<file path="src/deadline_priority_queue_assert.svh">
// Assertion macros shared by the deadline priority queue RTL.
// No dependencies; define NO_ASSERTIONS to compile them out.
`ifndef DEADLINE_PRIORITY_QUEUE_ASSERT_SVH
`define DEADLINE_PRIORITY_QUEUE_ASSERT_SVH
`ifndef NO_ASSERTIONS
// Property must hold at every clock edge outside reset.
`define DPQ_ASSERT(label, prop, msg) \
	label: assert property (@(posedge clk) disable iff (!arst_n) (prop)) else $error(msg);
// Expression must never be true outside reset.
`define DPQ_NEVER(label, expr, msg) \
	label: assert property (@(posedge clk) disable iff (!arst_n) !(expr)) else $error(msg);
`else
`define DPQ_ASSERT(label, prop, msg)
`define DPQ_NEVER(label, expr, msg)
`endif
`endif

</file>
<file path="src/dpq_pkg.sv">
// Shared types and constants of the deadline priority queue.
// No dependencies.
package dpq_pkg;

	localparam int DEPTH = 16;
	localparam int IDX_W = $clog2(DEPTH);
	localparam int CNT_W = $clog2(DEPTH + 1);

	typedef enum logic [1:0] {
		CMD_INSERT = 2'd0,
		CMD_POP    = 2'd1,
		CMD_REMOVE = 2'd2,
		CMD_NONE   = 2'd3
	} cmd_t;

	typedef enum logic [1:0] {
		STAT_OK    = 2'd0,
		STAT_EMPTY = 2'd1,
		STAT_FULL  = 2'd2
	} status_t;

	typedef enum logic [1:0] {
		S_IDLE,
		S_SCAN,
		S_WNEW,
		S_FIN
	} state_t;

	typedef struct packed {
		logic [7:0]  task_id;
		logic [15:0] deadline;
		logic [7:0]  task_kind;
		logic [15:0] create_tick;
		logic [16:0] key;
	} entry_t;

	localparam int ENTRY_W = $bits(entry_t);

endpackage

</file>
<file path="src/dpq_ram.sv">
// Generic single-write, single-read RAM with registered read data.
// No dependencies.
module dpq_ram #(
	parameter int WIDTH = 8,
	parameter int DEPTH = 16
) (
	input  logic                     clk,
	input  logic                     we,
	input  logic [$clog2(DEPTH)-1:0] waddr,
	input  logic [WIDTH-1:0]         wdata,
	input  logic [$clog2(DEPTH)-1:0] raddr,
	output logic [WIDTH-1:0]         rdata
);

	logic [WIDTH-1:0] mem [DEPTH];

	// write port and registered read port
	always_ff @(posedge clk) begin
		if (we) begin
			mem[waddr] <= wdata;
		end
		rdata <= mem[raddr];
	end

endmodule

</file>
<file path="src/deadline_priority_queue.sv">
// Deadline priority queue: sorted slot RAM walked by one compare/shift sequencer.
// Refused or trivial commands end via the FIN state; a pop or remove reads every held slot,
// and an insert reads from the tail down to its place (into an empty queue it writes the head).
// One command at a time; busy is low again in the cycle that shows done, so a
// new command may transfer then. The receiver cannot stall the done strobe.
// Reset clears the held count and control state; slot contents are not cleared.
`include "deadline_priority_queue_assert.svh"
module deadline_priority_queue (
	input  logic        clk,
	input  logic        arst_n,
	input  logic        start,
	output logic        busy,
	input  logic [1:0]  command,
	input  logic [7:0]  task_id,
	input  logic [15:0] deadline,
	input  logic [7:0]  task_kind,
	input  logic [15:0] create_tick,
	output logic        done,
	output logic [1:0]  status,
	output logic [7:0]  out_task_id,
	output logic [15:0] out_deadline,
	output logic [7:0]  out_task_kind,
	output logic [15:0] out_create_tick,
	output logic [16:0] out_priority,
	output logic [4:0]  entry_count,
	output logic        head_valid,
	output logic [7:0]  head_task_id,
	output logic [16:0] head_priority
);

	localparam int IW = dpq_pkg::IDX_W;
	localparam int CW = dpq_pkg::CNT_W;

	dpq_pkg::state_t  state_q, state_d;
	dpq_pkg::cmd_t    cmd_q, cmd_d;
	dpq_pkg::status_t st_q, st_d;
	dpq_pkg::entry_t  new_q, new_d;
	dpq_pkg::entry_t  rem_q, rem_d;
	dpq_pkg::entry_t  rd_ent;
	logic [CW-1:0]    cnt_q, cnt_d;
	logic [7:0]       head_id_q, head_id_d;
	logic [16:0]      head_key_q, head_key_d;
	logic [IW-1:0]    rd_idx_q, rd_idx_d;
	logic             rd_more_q, rd_more_d;
	logic             ev_vld_s1, ev_vld_d;
	logic [IW-1:0]    ev_idx_s1, ev_idx_d;
	logic             found_q, found_d;
	logic             found0_q, found0_d;
	logic             done_q, done_d;
	logic [IW-1:0]    last_idx;
	logic             match;
	logic             is_full;

	logic                          ram_we;
	logic [IW-1:0]                 ram_waddr;
	logic [dpq_pkg::ENTRY_W-1:0]   ram_wdata;
	logic [dpq_pkg::ENTRY_W-1:0]   ram_rdata;

	dpq_ram #(
		.WIDTH (dpq_pkg::ENTRY_W),
		.DEPTH (dpq_pkg::DEPTH)
	) u_slots (
		.clk   (clk),
		.we    (ram_we),
		.waddr (ram_waddr),
		.wdata (ram_wdata),
		.raddr (rd_idx_q),
		.rdata (ram_rdata)
	);

	assign rd_ent   = ram_rdata;
	assign last_idx = IW'(cnt_q - CW'(1));
	assign is_full  = (cnt_q == CW'(dpq_pkg::DEPTH));
	assign match    = (cmd_q == dpq_pkg::CMD_POP) ? (ev_idx_s1 == '0)
	                                              : (rd_ent.task_id == new_q.task_id);

	// state and control registers
	always_ff @(posedge clk or negedge arst_n) begin
		if (!arst_n) begin
			state_q    <= dpq_pkg::S_IDLE;
			cnt_q      <= '0;
			rd_more_q  <= 1'b0;
			ev_vld_s1  <= 1'b0;
			found_q    <= 1'b0;
			found0_q   <= 1'b0;
			done_q     <= 1'b0;
		end else begin
			state_q    <= state_d;
			cnt_q      <= cnt_d;
			rd_more_q  <= rd_more_d;
			ev_vld_s1  <= ev_vld_d;
			found_q    <= found_d;
			found0_q   <= found0_d;
			done_q     <= done_d;
		end
	end

	// payload registers
	always_ff @(posedge clk) begin
		cmd_q      <= cmd_d;
		st_q       <= st_d;
		new_q      <= new_d;
		rem_q      <= rem_d;
		head_id_q  <= head_id_d;
		head_key_q <= head_key_d;
		rd_idx_q   <= rd_idx_d;
		ev_idx_s1  <= ev_idx_d;
	end

	// sequencer: search and shift one slot per cycle
	always_comb begin
		state_d    = state_q;
		cmd_d      = cmd_q;
		st_d       = st_q;
		new_d      = new_q;
		rem_d      = rem_q;
		cnt_d      = cnt_q;
		head_id_d  = head_id_q;
		head_key_d = head_key_q;
		rd_idx_d   = rd_idx_q;
		rd_more_d  = rd_more_q;
		ev_vld_d   = 1'b0;
		ev_idx_d   = ev_idx_s1;
		found_d    = found_q;
		found0_d   = found0_q;
		done_d     = 1'b0;
		ram_we     = 1'b0;
		ram_waddr  = '0;
		ram_wdata  = new_q;

		unique case (state_q)
			dpq_pkg::S_IDLE: begin
				if (start) begin
					cmd_d               = dpq_pkg::cmd_t'(command);
					new_d.task_id       = task_id;
					new_d.deadline      = deadline;
					new_d.task_kind     = task_kind;
					new_d.create_tick   = create_tick;
					new_d.key           = 17'(deadline) + 17'(create_tick);
					rem_d               = '0;
					found_d             = 1'b0;
					found0_d            = 1'b0;
					rd_more_d           = 1'b0;
					unique case (dpq_pkg::cmd_t'(command)) inside
						dpq_pkg::CMD_INSERT: begin
							if (is_full) begin
								st_d    = dpq_pkg::STAT_FULL;
								state_d = dpq_pkg::S_FIN;
							end else if (cnt_q == '0) begin
								st_d    = dpq_pkg::STAT_OK;
								state_d = dpq_pkg::S_WNEW;
							end else begin
								st_d      = dpq_pkg::STAT_OK;
								rd_idx_d  = last_idx;
								rd_more_d = 1'b1;
								state_d   = dpq_pkg::S_SCAN;
							end
						end
						dpq_pkg::CMD_POP, dpq_pkg::CMD_REMOVE: begin
							st_d = dpq_pkg::STAT_EMPTY;
							if (cnt_q == '0) begin
								state_d = dpq_pkg::S_FIN;
							end else begin
								rd_idx_d  = '0;
								rd_more_d = 1'b1;
								state_d   = dpq_pkg::S_SCAN;
							end
						end
						default: begin
							st_d    = dpq_pkg::STAT_EMPTY;
							state_d = dpq_pkg::S_FIN;
						end
					endcase
				end
			end

			dpq_pkg::S_SCAN: begin
				// issue the next slot read
				if (rd_more_q) begin
					ev_vld_d = 1'b1;
					ev_idx_d = rd_idx_q;
					if (cmd_q == dpq_pkg::CMD_INSERT) begin
						rd_idx_d  = rd_idx_q - IW'(1);
						rd_more_d = (rd_idx_q != '0);
					end else begin
						rd_idx_d  = rd_idx_q + IW'(1);
						rd_more_d = (rd_idx_q != last_idx);
					end
				end
				// evaluate the slot read last cycle
				if (ev_vld_s1) begin
					if (cmd_q == dpq_pkg::CMD_INSERT) begin
						ram_we    = 1'b1;
						ram_waddr = ev_idx_s1 + IW'(1);
						if (rd_ent.key >= new_q.key) begin
							// shift this slot up; new entry goes below it
							ram_wdata = rd_ent;
							if (ev_idx_s1 == '0) begin
								state_d = dpq_pkg::S_WNEW;
							end
						end else begin
							ram_wdata = new_q;
							cnt_d     = cnt_q + CW'(1);
							done_d    = 1'b1;
							state_d   = dpq_pkg::S_IDLE;
						end
					end else begin
						if (!found_q && match) begin
							rem_d    = rd_ent;
							found_d  = 1'b1;
							found0_d = (ev_idx_s1 == '0);
							st_d     = dpq_pkg::STAT_OK;
						end else if (found_q) begin
							// close the gap left by the removed slot
							ram_we    = 1'b1;
							ram_waddr = ev_idx_s1 - IW'(1);
							ram_wdata = rd_ent;
							if (found0_q && ev_idx_s1 == IW'(1)) begin
								head_id_d  = rd_ent.task_id;
								head_key_d = rd_ent.key;
							end
						end
						if (ev_idx_s1 == last_idx) begin
							if (found_q || match) begin
								cnt_d = cnt_q - CW'(1);
							end
							rd_more_d = 1'b0;
							done_d    = 1'b1;
							state_d   = dpq_pkg::S_IDLE;
						end
					end
				end
			end

			dpq_pkg::S_WNEW: begin
				// new entry becomes the head
				ram_we     = 1'b1;
				ram_waddr  = '0;
				ram_wdata  = new_q;
				head_id_d  = new_q.task_id;
				head_key_d = new_q.key;
				cnt_d      = cnt_q + CW'(1);
				rd_more_d  = 1'b0;
				done_d     = 1'b1;
				state_d    = dpq_pkg::S_IDLE;
			end

			dpq_pkg::S_FIN: begin
				done_d  = 1'b1;
				state_d = dpq_pkg::S_IDLE;
			end

			default: begin
				state_d = dpq_pkg::S_IDLE;
			end
		endcase
	end

	// result ports
	assign busy              = (state_q != dpq_pkg::S_IDLE);
	assign done              = done_q;
	assign status            = st_q;
	assign out_task_id       = rem_q.task_id;
	assign out_deadline      = rem_q.deadline;
	assign out_task_kind     = rem_q.task_kind;
	assign out_create_tick   = rem_q.create_tick;
	assign out_priority      = rem_q.key;
	assign entry_count       = 5'(cnt_q);
	assign head_valid        = (cnt_q != '0);
	assign head_task_id      = head_valid ? head_id_q : 8'd0;
	assign head_priority     = head_valid ? head_key_q : 17'd0;

	// checks
	`DPQ_NEVER(a_cnt_bound, cnt_q > CW'(dpq_pkg::DEPTH), "held count above depth")
	`DPQ_ASSERT(a_done_pulse, done_q |=> !done_q, "result strobe longer than one cycle")
	`DPQ_ASSERT(a_busy_after_start, (start && !busy) |=> busy, "no busy after transfer")
	`DPQ_ASSERT(a_full_st, (done_q && st_q == dpq_pkg::STAT_FULL) |-> is_full, "full, slots free")
	`DPQ_NEVER(a_idle_write, ram_we && state_q == dpq_pkg::S_IDLE, "slot write while idle")

endmodule
</file>
<file path="config.mk">
export PLATFORM = sky130hd
export DESIGN_NAME = deadline_priority_queue
export DESIGN_NICKNAME = d
export VERILOG_FILES = /design/src/dpq_pkg.sv /design/src/dpq_ram.sv /design/src/deadline_priority_queue.sv
export VERILOG_INCLUDE_DIRS = /design/src /design/src/src
export SDC_FILE = /design/constraint.sdc
export NUM_CORES = 1
export LEC_CHECK = 0
export ABC_CLOCK_PERIOD_IN_PS = 11310
export BUFFER_PORTS_ARGS = -buffer_cell sky130_fd_sc_hd__buf_4
export CAP_MARGIN = 5
export CORE_ASPECT_RATIO = 1.1
export CORE_MARGIN = 3
export CORE_UTILIZATION = 45
export CTS_BUF_LIST = sky130_fd_sc_hd__clkbuf_2
export DETAILED_ROUTE_END_ITERATION = 6
export PLACE_DENSITY = 0.65
export SETUP_SLACK_MARGIN = 0.1
export SLEW_MARGIN = 10
export SYNTH_ARGS = -nofsm -noshare
export SYNTH_HDL_FRONTEND = slang
export SYNTH_SLANG_ARGS = --single-unit
</file>
<file path="constraint.sdc">
create_clock -name clk -period 11.31 [get_ports clk]
set_input_delay 1.131 -clock clk [delete_from_list [all_inputs] [get_ports clk]]
set_output_delay 1.131 -clock clk [all_outputs]
set_load 0.005 [all_outputs]
</file>
== Word-level counts from Yosys, hierarchy flattened ==
Memory sizes are Yosys's and may differ from the RTL's. A register that Yosys moved wholly into a read port is not among the register bits.
Index checks and enable logic that the tools add are counted.

* Register bits after elaboration: 179
* Latch bits: 0
* Memory bits (writable): 1040
* Memory bits (read-only): 0
* Input port bits: 53
* Output and inout bits: 100
* Word-level logic and storage cells: 180
* Memories: 1

{| class="wikitable"
|+ Memory list
! memory !! words !! bits a word !! read ports !! clocked after memory_dff !! wr ports !! RTL line !! source
|-
| u_slots.mem || 16 || 65 || 1 || 1 || 1 || dpq_ram.sv:15 || <nowiki>logic [WIDTH-1:0] mem [DEPTH];</nowiki>
|}

* Add/subtract/negate cells: 7
* Multipliers: 0
* Div/mod/pow operators: 0
* Magnitude comparators: 1
* Eq/ne operators: 27
* Shift-type cells: 0
* Muxes and demuxes: 96
* Bitwise logic cells: 0
* Reductions and logical operators: 25

{| class="wikitable"
|+ Operators with widths
! kind !! count
|-
| two-way mux 65 bit || 10
|-
| one-hot mux 65 bit (2 select lines) || 1
|-
| two-way mux 17 bit || 6
|-
| two-way mux 8 bit || 6
|-
| two-way mux 4 bit || 11
|-
| one-hot mux 17 bit (2 select lines) || 1
|-
| two-way mux 2 bit || 15
|-
| two-way mux 1 bit || 28
|-
| two-way mux 5 bit || 5
|-
| inequality test 3 bit (second input constant) || 6
|-
| adder 16 x 16 -> 17 bit || 1
|-
| >= comparator 17 bit || 1
|-
| inequality test 2 bit (second input constant) || 8
|-
| one-hot mux 4 bit (2 select lines) || 2
|-
| one-hot mux 8 bit (2 select lines) || 1
|-
| one-hot mux 1 bit (2 select lines) || 5
|-
| one-hot mux 5 bit (2 select lines) || 1
|-
| AND reduction 5 bit || 2
|-
| adder 4 x 1 -> 4 bit (second input constant) || 2
|-
| == test 8 bit || 1
|-
| one-hot mux 2 bit (2 select lines) || 2
|-
| subtractor 4 x 1 -> 4 bit (second input constant) || 2
|-
| AND reduction 7 bit || 1
|-
| == test 2 x 1 -> 1 bit (second input constant) || 3
|-
| other kinds (25) || 35
|}

== Logic depth before layout (Yosys ltp) ==
* Word-level depth: 9
* Gate-level depth with buffers: 11

== Hierarchy ==
From an unflattened synthesis, not the netlist that was laid out.

* Cell total of the unflattened synthesis: 2370
* Area total of the unflattened synthesis: 49661.4 µm²

{| class="wikitable"
|+ By module, submodules not included
! module !! times used !! cells each !! area each (µm²)
|-
| dpq_ram || 1 || 1673 || 40243.6
|-
| deadline_priority_queue || 1 || 697 || 9417.8
|}

== Worst setup path after synthesis ==
No wires, ideal clock.

* Kind: reg-to-reg
* Start point: reg ev_idx_s1[0]
* End point: reg found_q
* Data arrival time: 5.324 ns
* Required time: 11.228 ns
* Path slack: 5.905 ns
* Stages on the path, launching flop included: 8
* Buffers on the path: 0
* Period minus slack after synthesis: 5.405 ns
* Path through: edfxtp_1 > inv_1 > ha_1 > nand3_1 > o31a_1 > or4_1 > a21oi_1 > mux2_2

* Word-level cells in the longest chain between the ends: 5

{| class="wikitable"
|+ RTL lines
! item !! RTL line !! source
|-
| start, declared || deadline_priority_queue.sv:46 || <nowiki>logic [IW-1:0] ev_idx_s1, ev_idx_d;</nowiki>
|-
| start signal, assigned || deadline_priority_queue.sv:107 || <nowiki>ev_idx_s1 <= ev_idx_d;</nowiki>
|-
| zero test 4 bit || deadline_priority_queue.sv:74 || <nowiki>assign match = (cmd_q == dpq_pkg::CMD_POP) ? (ev_idx_s1 == '0)</nowiki>
|-
| two-way mux 1 bit || deadline_priority_queue.sv:74 ||
|-
| logical AND 1 bit || deadline_priority_queue.sv:208 || <nowiki>if (!found_q && match) begin</nowiki>
|-
| inequality test 2 bit (no source line) || n/a ||
|-
| AND reduction 5 bit (no source line) || n/a ||
|-
| end signal, assigned || deadline_priority_queue.sv:92 || <nowiki>found_q <= found_d;</nowiki>
|-
| end, declared || deadline_priority_queue.sv:47 || <nowiki>logic found_q, found_d;</nowiki>
|}

No other way between the ends.
A chain may end at the register's enable or synchronous reset.

== Final worst setup path ==
* Start point: reg cnt_q[0] (netlist: entry_count[0])
* End point: out head_task_id[1]

* Word-level cells in the longest chain between the ends: 2

{| class="wikitable"
|+ RTL lines
! item !! RTL line !! source
|-
| start, declared || deadline_priority_queue.sv:40 || <nowiki>logic [CW-1:0] cnt_q, cnt_d;</nowiki>
|-
| start signal, assigned || deadline_priority_queue.sv:89 || <nowiki>cnt_q <= cnt_d;</nowiki>
|-
| nonzero test 5 bit || deadline_priority_queue.sv:269 || <nowiki>assign head_valid = (cnt_q != '0);</nowiki>
|-
| two-way mux 8 bit || deadline_priority_queue.sv:270 || <nowiki>assign head_task_id = head_valid ? head_id_q : 8'd0;</nowiki>
|-
| end, declared || deadline_priority_queue.sv:27 || <nowiki>output logic [7:0] head_task_id,</nowiki>
|}

No other way between the ends.

==> summary.md <==
| Metric | Value |
|---|---|
| Synth Area in Simple Gates | 2.40% |
| Sequential Power Share | ~48% |
| Min Tclk post-route | 4.46 ns |
| Syn Inst Count | roughly 2200 |
| Syn-to-layout area delta | 12.9% |
| Commonest non-fill, non-tap cell in the layout | edfxtp_1 |
| Most frequent cells in the layout | edfxtp_1 (1207), clkbuf_2 (488), mux4_2 (325) |
| 1st-iter DRT viols | 2814 |
| Critical path class | reg2out |
| Antenna violations before repair | 5 |
| Post-route antenna net violation count | 0 |
| Area of the multi-input gates | ~11000 µm² |
| Die height | approximately 350 µm |
| Period utilization | 39.4% |
| Root buffer cell | clkbuf_2 |
| Fin. Hold Viols | 0 |
| Critical Path End Type | output port |
| TritonCTS clock tree | done |
| Dpl cell area | roughly 53000 µm² |
| Post-cts repair resize count | 0 |
| DR WL/cell | 27.3 µm |
| Hold path cells | 3 |
| Mapped Nets | around 2300 |
| Core area | 109000 µm² |
| Worst slew pin tran | 1.24 ns |
| Detailed Place HPWL | approximately 64000 µm |
| Unique masters post-synth | 57 |
| Crit path launch | entry_count[0]$_DFFE_PN0P_ |
| Max Cap Violations | 0 |
| Clock Path Buffers | 4 |
| H-tree Lvls | 5 |
| R2R depth | 10 |
| Inserted Clock Buffers | 327 |
| Count of input and output buffers | 152 |
| Sequential fraction of the synthesis area | 76.0% |
| Synth warn | 0 |
| Synth Area in Compound Gates | 1.12% |
| Max IR drop VDD | 0.000259 V |
| Design Power | between 10 and 15 mW |
| Clk_lat worst skew | 1.50 ns |
| Post-CTS Setup Repair Bufs | 0 |
| Largest family of logic cells by synthesized area | multiplexers |
| Adder-Cell Fraction of Synth Area | approximately 1.2% |
| Crit Reg-Reg Startpoint | new_q[6]$_DFFE_PP_ |
| Critical path peak fanout | 26 |
| RSZ-0062 raised after global routing | no |
| Row cnt | ~130 |
| Vias in the first global route | around 26000 |
| Post-route clock skew | 0.130 ns |
| Combinational share of power | 28.7% |
| P_int | 9.02 mW |
| Seq. cell area | 37800 µm² |
| Post-synth EDFFs | 1207 |
| FF+latch count, synth | 1284 |
| First-pass GRT wire length | 174000 µm |
| # setup viols final | 0 |
| Mux cell area share after synthesis | 17.2% |
| Setup TNS | 0 ns |
| Via count | roughly 25000 |
| Slew headroom | between 10% and 20% |
| Clock network power share | a little under a quarter |
| NetSw | around 4 mW |
| Layout cell share with drive strength beyond 1 | 38.9% |
| GRT overflow | 0 |
| Worst slack, placed | 6.97 ns |
| Slew Limit Fails | 0 |
| HP Start | start |
| Clock input transition at the sequential cells of the worst setup and hold paths | 0.10 ns |
| PwrDens | 232 nW/µm² |
| GP Congestion | approximately 0.85 |
| Worst path arrival time | 3.33 ns |
| Starting density of the core | 45.5% |
| CTS Sinks | 1284 |
| Main synth FF type | edfxtp_1 |
| FMAX | 224 MHz |
| Mapped Area | 49800 µm² |
| Layout Nets | 2819 |
| Post-synth ARST share | 0.935% |
| Synth Area in XOR/XNOR | less than 1% |
| DRT Pass-1 Iters | 6 |
| WL final | around 120000 µm |
| CP Launch Type | register |
| Die area | 115000 µm² |
| Tot GR Track Use | 21.2% |
| Via density | 5.66 |
| Die width | 323 µm |
| Number of fill cells | between 8000 and 9000 |
| I/O pin count | around 150 |
| Fin worst setup slack | between 6 and 7 ns |
| Outcome | finished clean |
| Hold crit path type | in2reg |
| Sw Ratio | 30.7% |
| Syn_area_per_cell | 22.2 µm² |
| WP data required | about 10 ns |
| Largest net degree at the start of global routing | approximately 140 |
| DRC violations left | 0 |
| Static Leak | 19.2 nW |
| Final Instance Area | ~56000 µm² |
==> what timing repair did <==
action | CTS | global route
setup endpoints to repair | 0 | 0
hold buffers | 52 | 0
hold endpoints to repair | 62 | 0
==> kinds of logic (layout without fill, tap and decap cells) <==
kind of cell,Yosys count,count (layout)
XOR/XNOR,38,38
other,0,3
buffers and inverters,138,866
flip-flops,1284,1284
adder cells (fa/ha/maj),48,48
AND/OR/NAND/NOR,225,225
multiplexers,418,418
AO/OA/AOI/OAI,87,87
==> synthesized netlist by cell type, types with 6 or more instances <==
library cell  instances  area, µm²
nor2_1               44        165
edfxtp_1           1207      36200
buf_12                6        120
nand4_1               8       50.1
nand2_1              34        128
xnor2_1              27        236
buf_1                17       63.8
buf_2                27        135
ha_1                 46        576
o21ai_0              19       95.1
dfxtp_1              65       1300
mux2_2               41        462
xor2_1                9       78.8
mux4_2              325       7320
a21oi_1              26        130
a21o_1                9       67.6
nand3_1              16       80.1
clkbuf_1             50        188
dfrtp_1              12        300
and2_1               95        594
mux2_4               50        751
nor3_1                6       30.0
inv_1                37        139
o21a_1                6       45.0
==> state kept, by name, indices dropped and copies added (netlist names), 4 cells and up <==
register and cells:
u_slots.mem 1040, out_deadline 16, ev_idx_s1 4, head_key_q 17, head_id_q 8, u_slots.rdata 65
out_priority 17, out_task_id 8, new_q 65, entry_count 5, out_create_tick 16, out_task_kind 8
rd_idx_q 4
==> final cells by class <==
cell class	count	share of cell area (%)
inverters	37	0.247
flip-flops and latches	1284	67.4
diodes	3	0.0134
clock inverters	89	0.864
clock buffers	488	4.35
well taps	1419	3.16
repair buffers	252	3.67
multi-input cells	816	20.3
==> worst paths after layout <==
check / to / slack, ns
worst max-delay path: head_task_id[1] / 6.85
worst min-delay path: rd_idx_q[1]$_DFFE_PP_ / 0.22
worst max register to register: u_slots.mem[4][4]$_DFFE_PP_ / 6.87
worst min register to register: out_create_tick[12]$_SDFFCE_PN0P_ / 0.53
max in group asynchronous: state_q[0]$_DFFE_PN0P_ / 10.18
min in group asynchronous: rd_more_q$_DFFE_PN0P_ / 0.71
==> power by group through the flow <==
stage                     combinational [mW]  clock (mW)  sequential [mW]
after global placement                  3.73           0             6.32
after global routing                    4.03        3.42             6.26
after CTS                               3.81        3.16             6.22
after floorplan                         2.57           0             6.20
after detailed placement                3.78           0             6.33
final                                   3.74        3.06             6.22
==> worst max-delay path, cell delays in order (launching register included) <==
cell and delay, ns:
dfrtp_1 0.65, inv_1 0.09, ha_1 0.31, nand3_1 0.15, buf_4 0.31, and2_1 0.22
buf_4 0.12
==> through the flow <==
step                      hold slack [ns]  utilization, %  cells
after floorplan                     0.421               -   2238
after global placement              0.531            48.2   3756
after detailed placement            0.544            48.2   3756
after CTS                          0.0204            51.4   4385
after global routing                0.123            51.4   4387
final                               0.223            51.4   4388
==> routing by layer <==
metal  GRT usage [%]  up-vias  part of all wire [%]
met4            5.76        0                   1.4
met5               0        -                     0
li1                -    10400                     -
met2            33.0     1205                    48
met3            4.94      138                   8.4
met1            30.4    13100                    42
(Power assumes the default switching activity.)
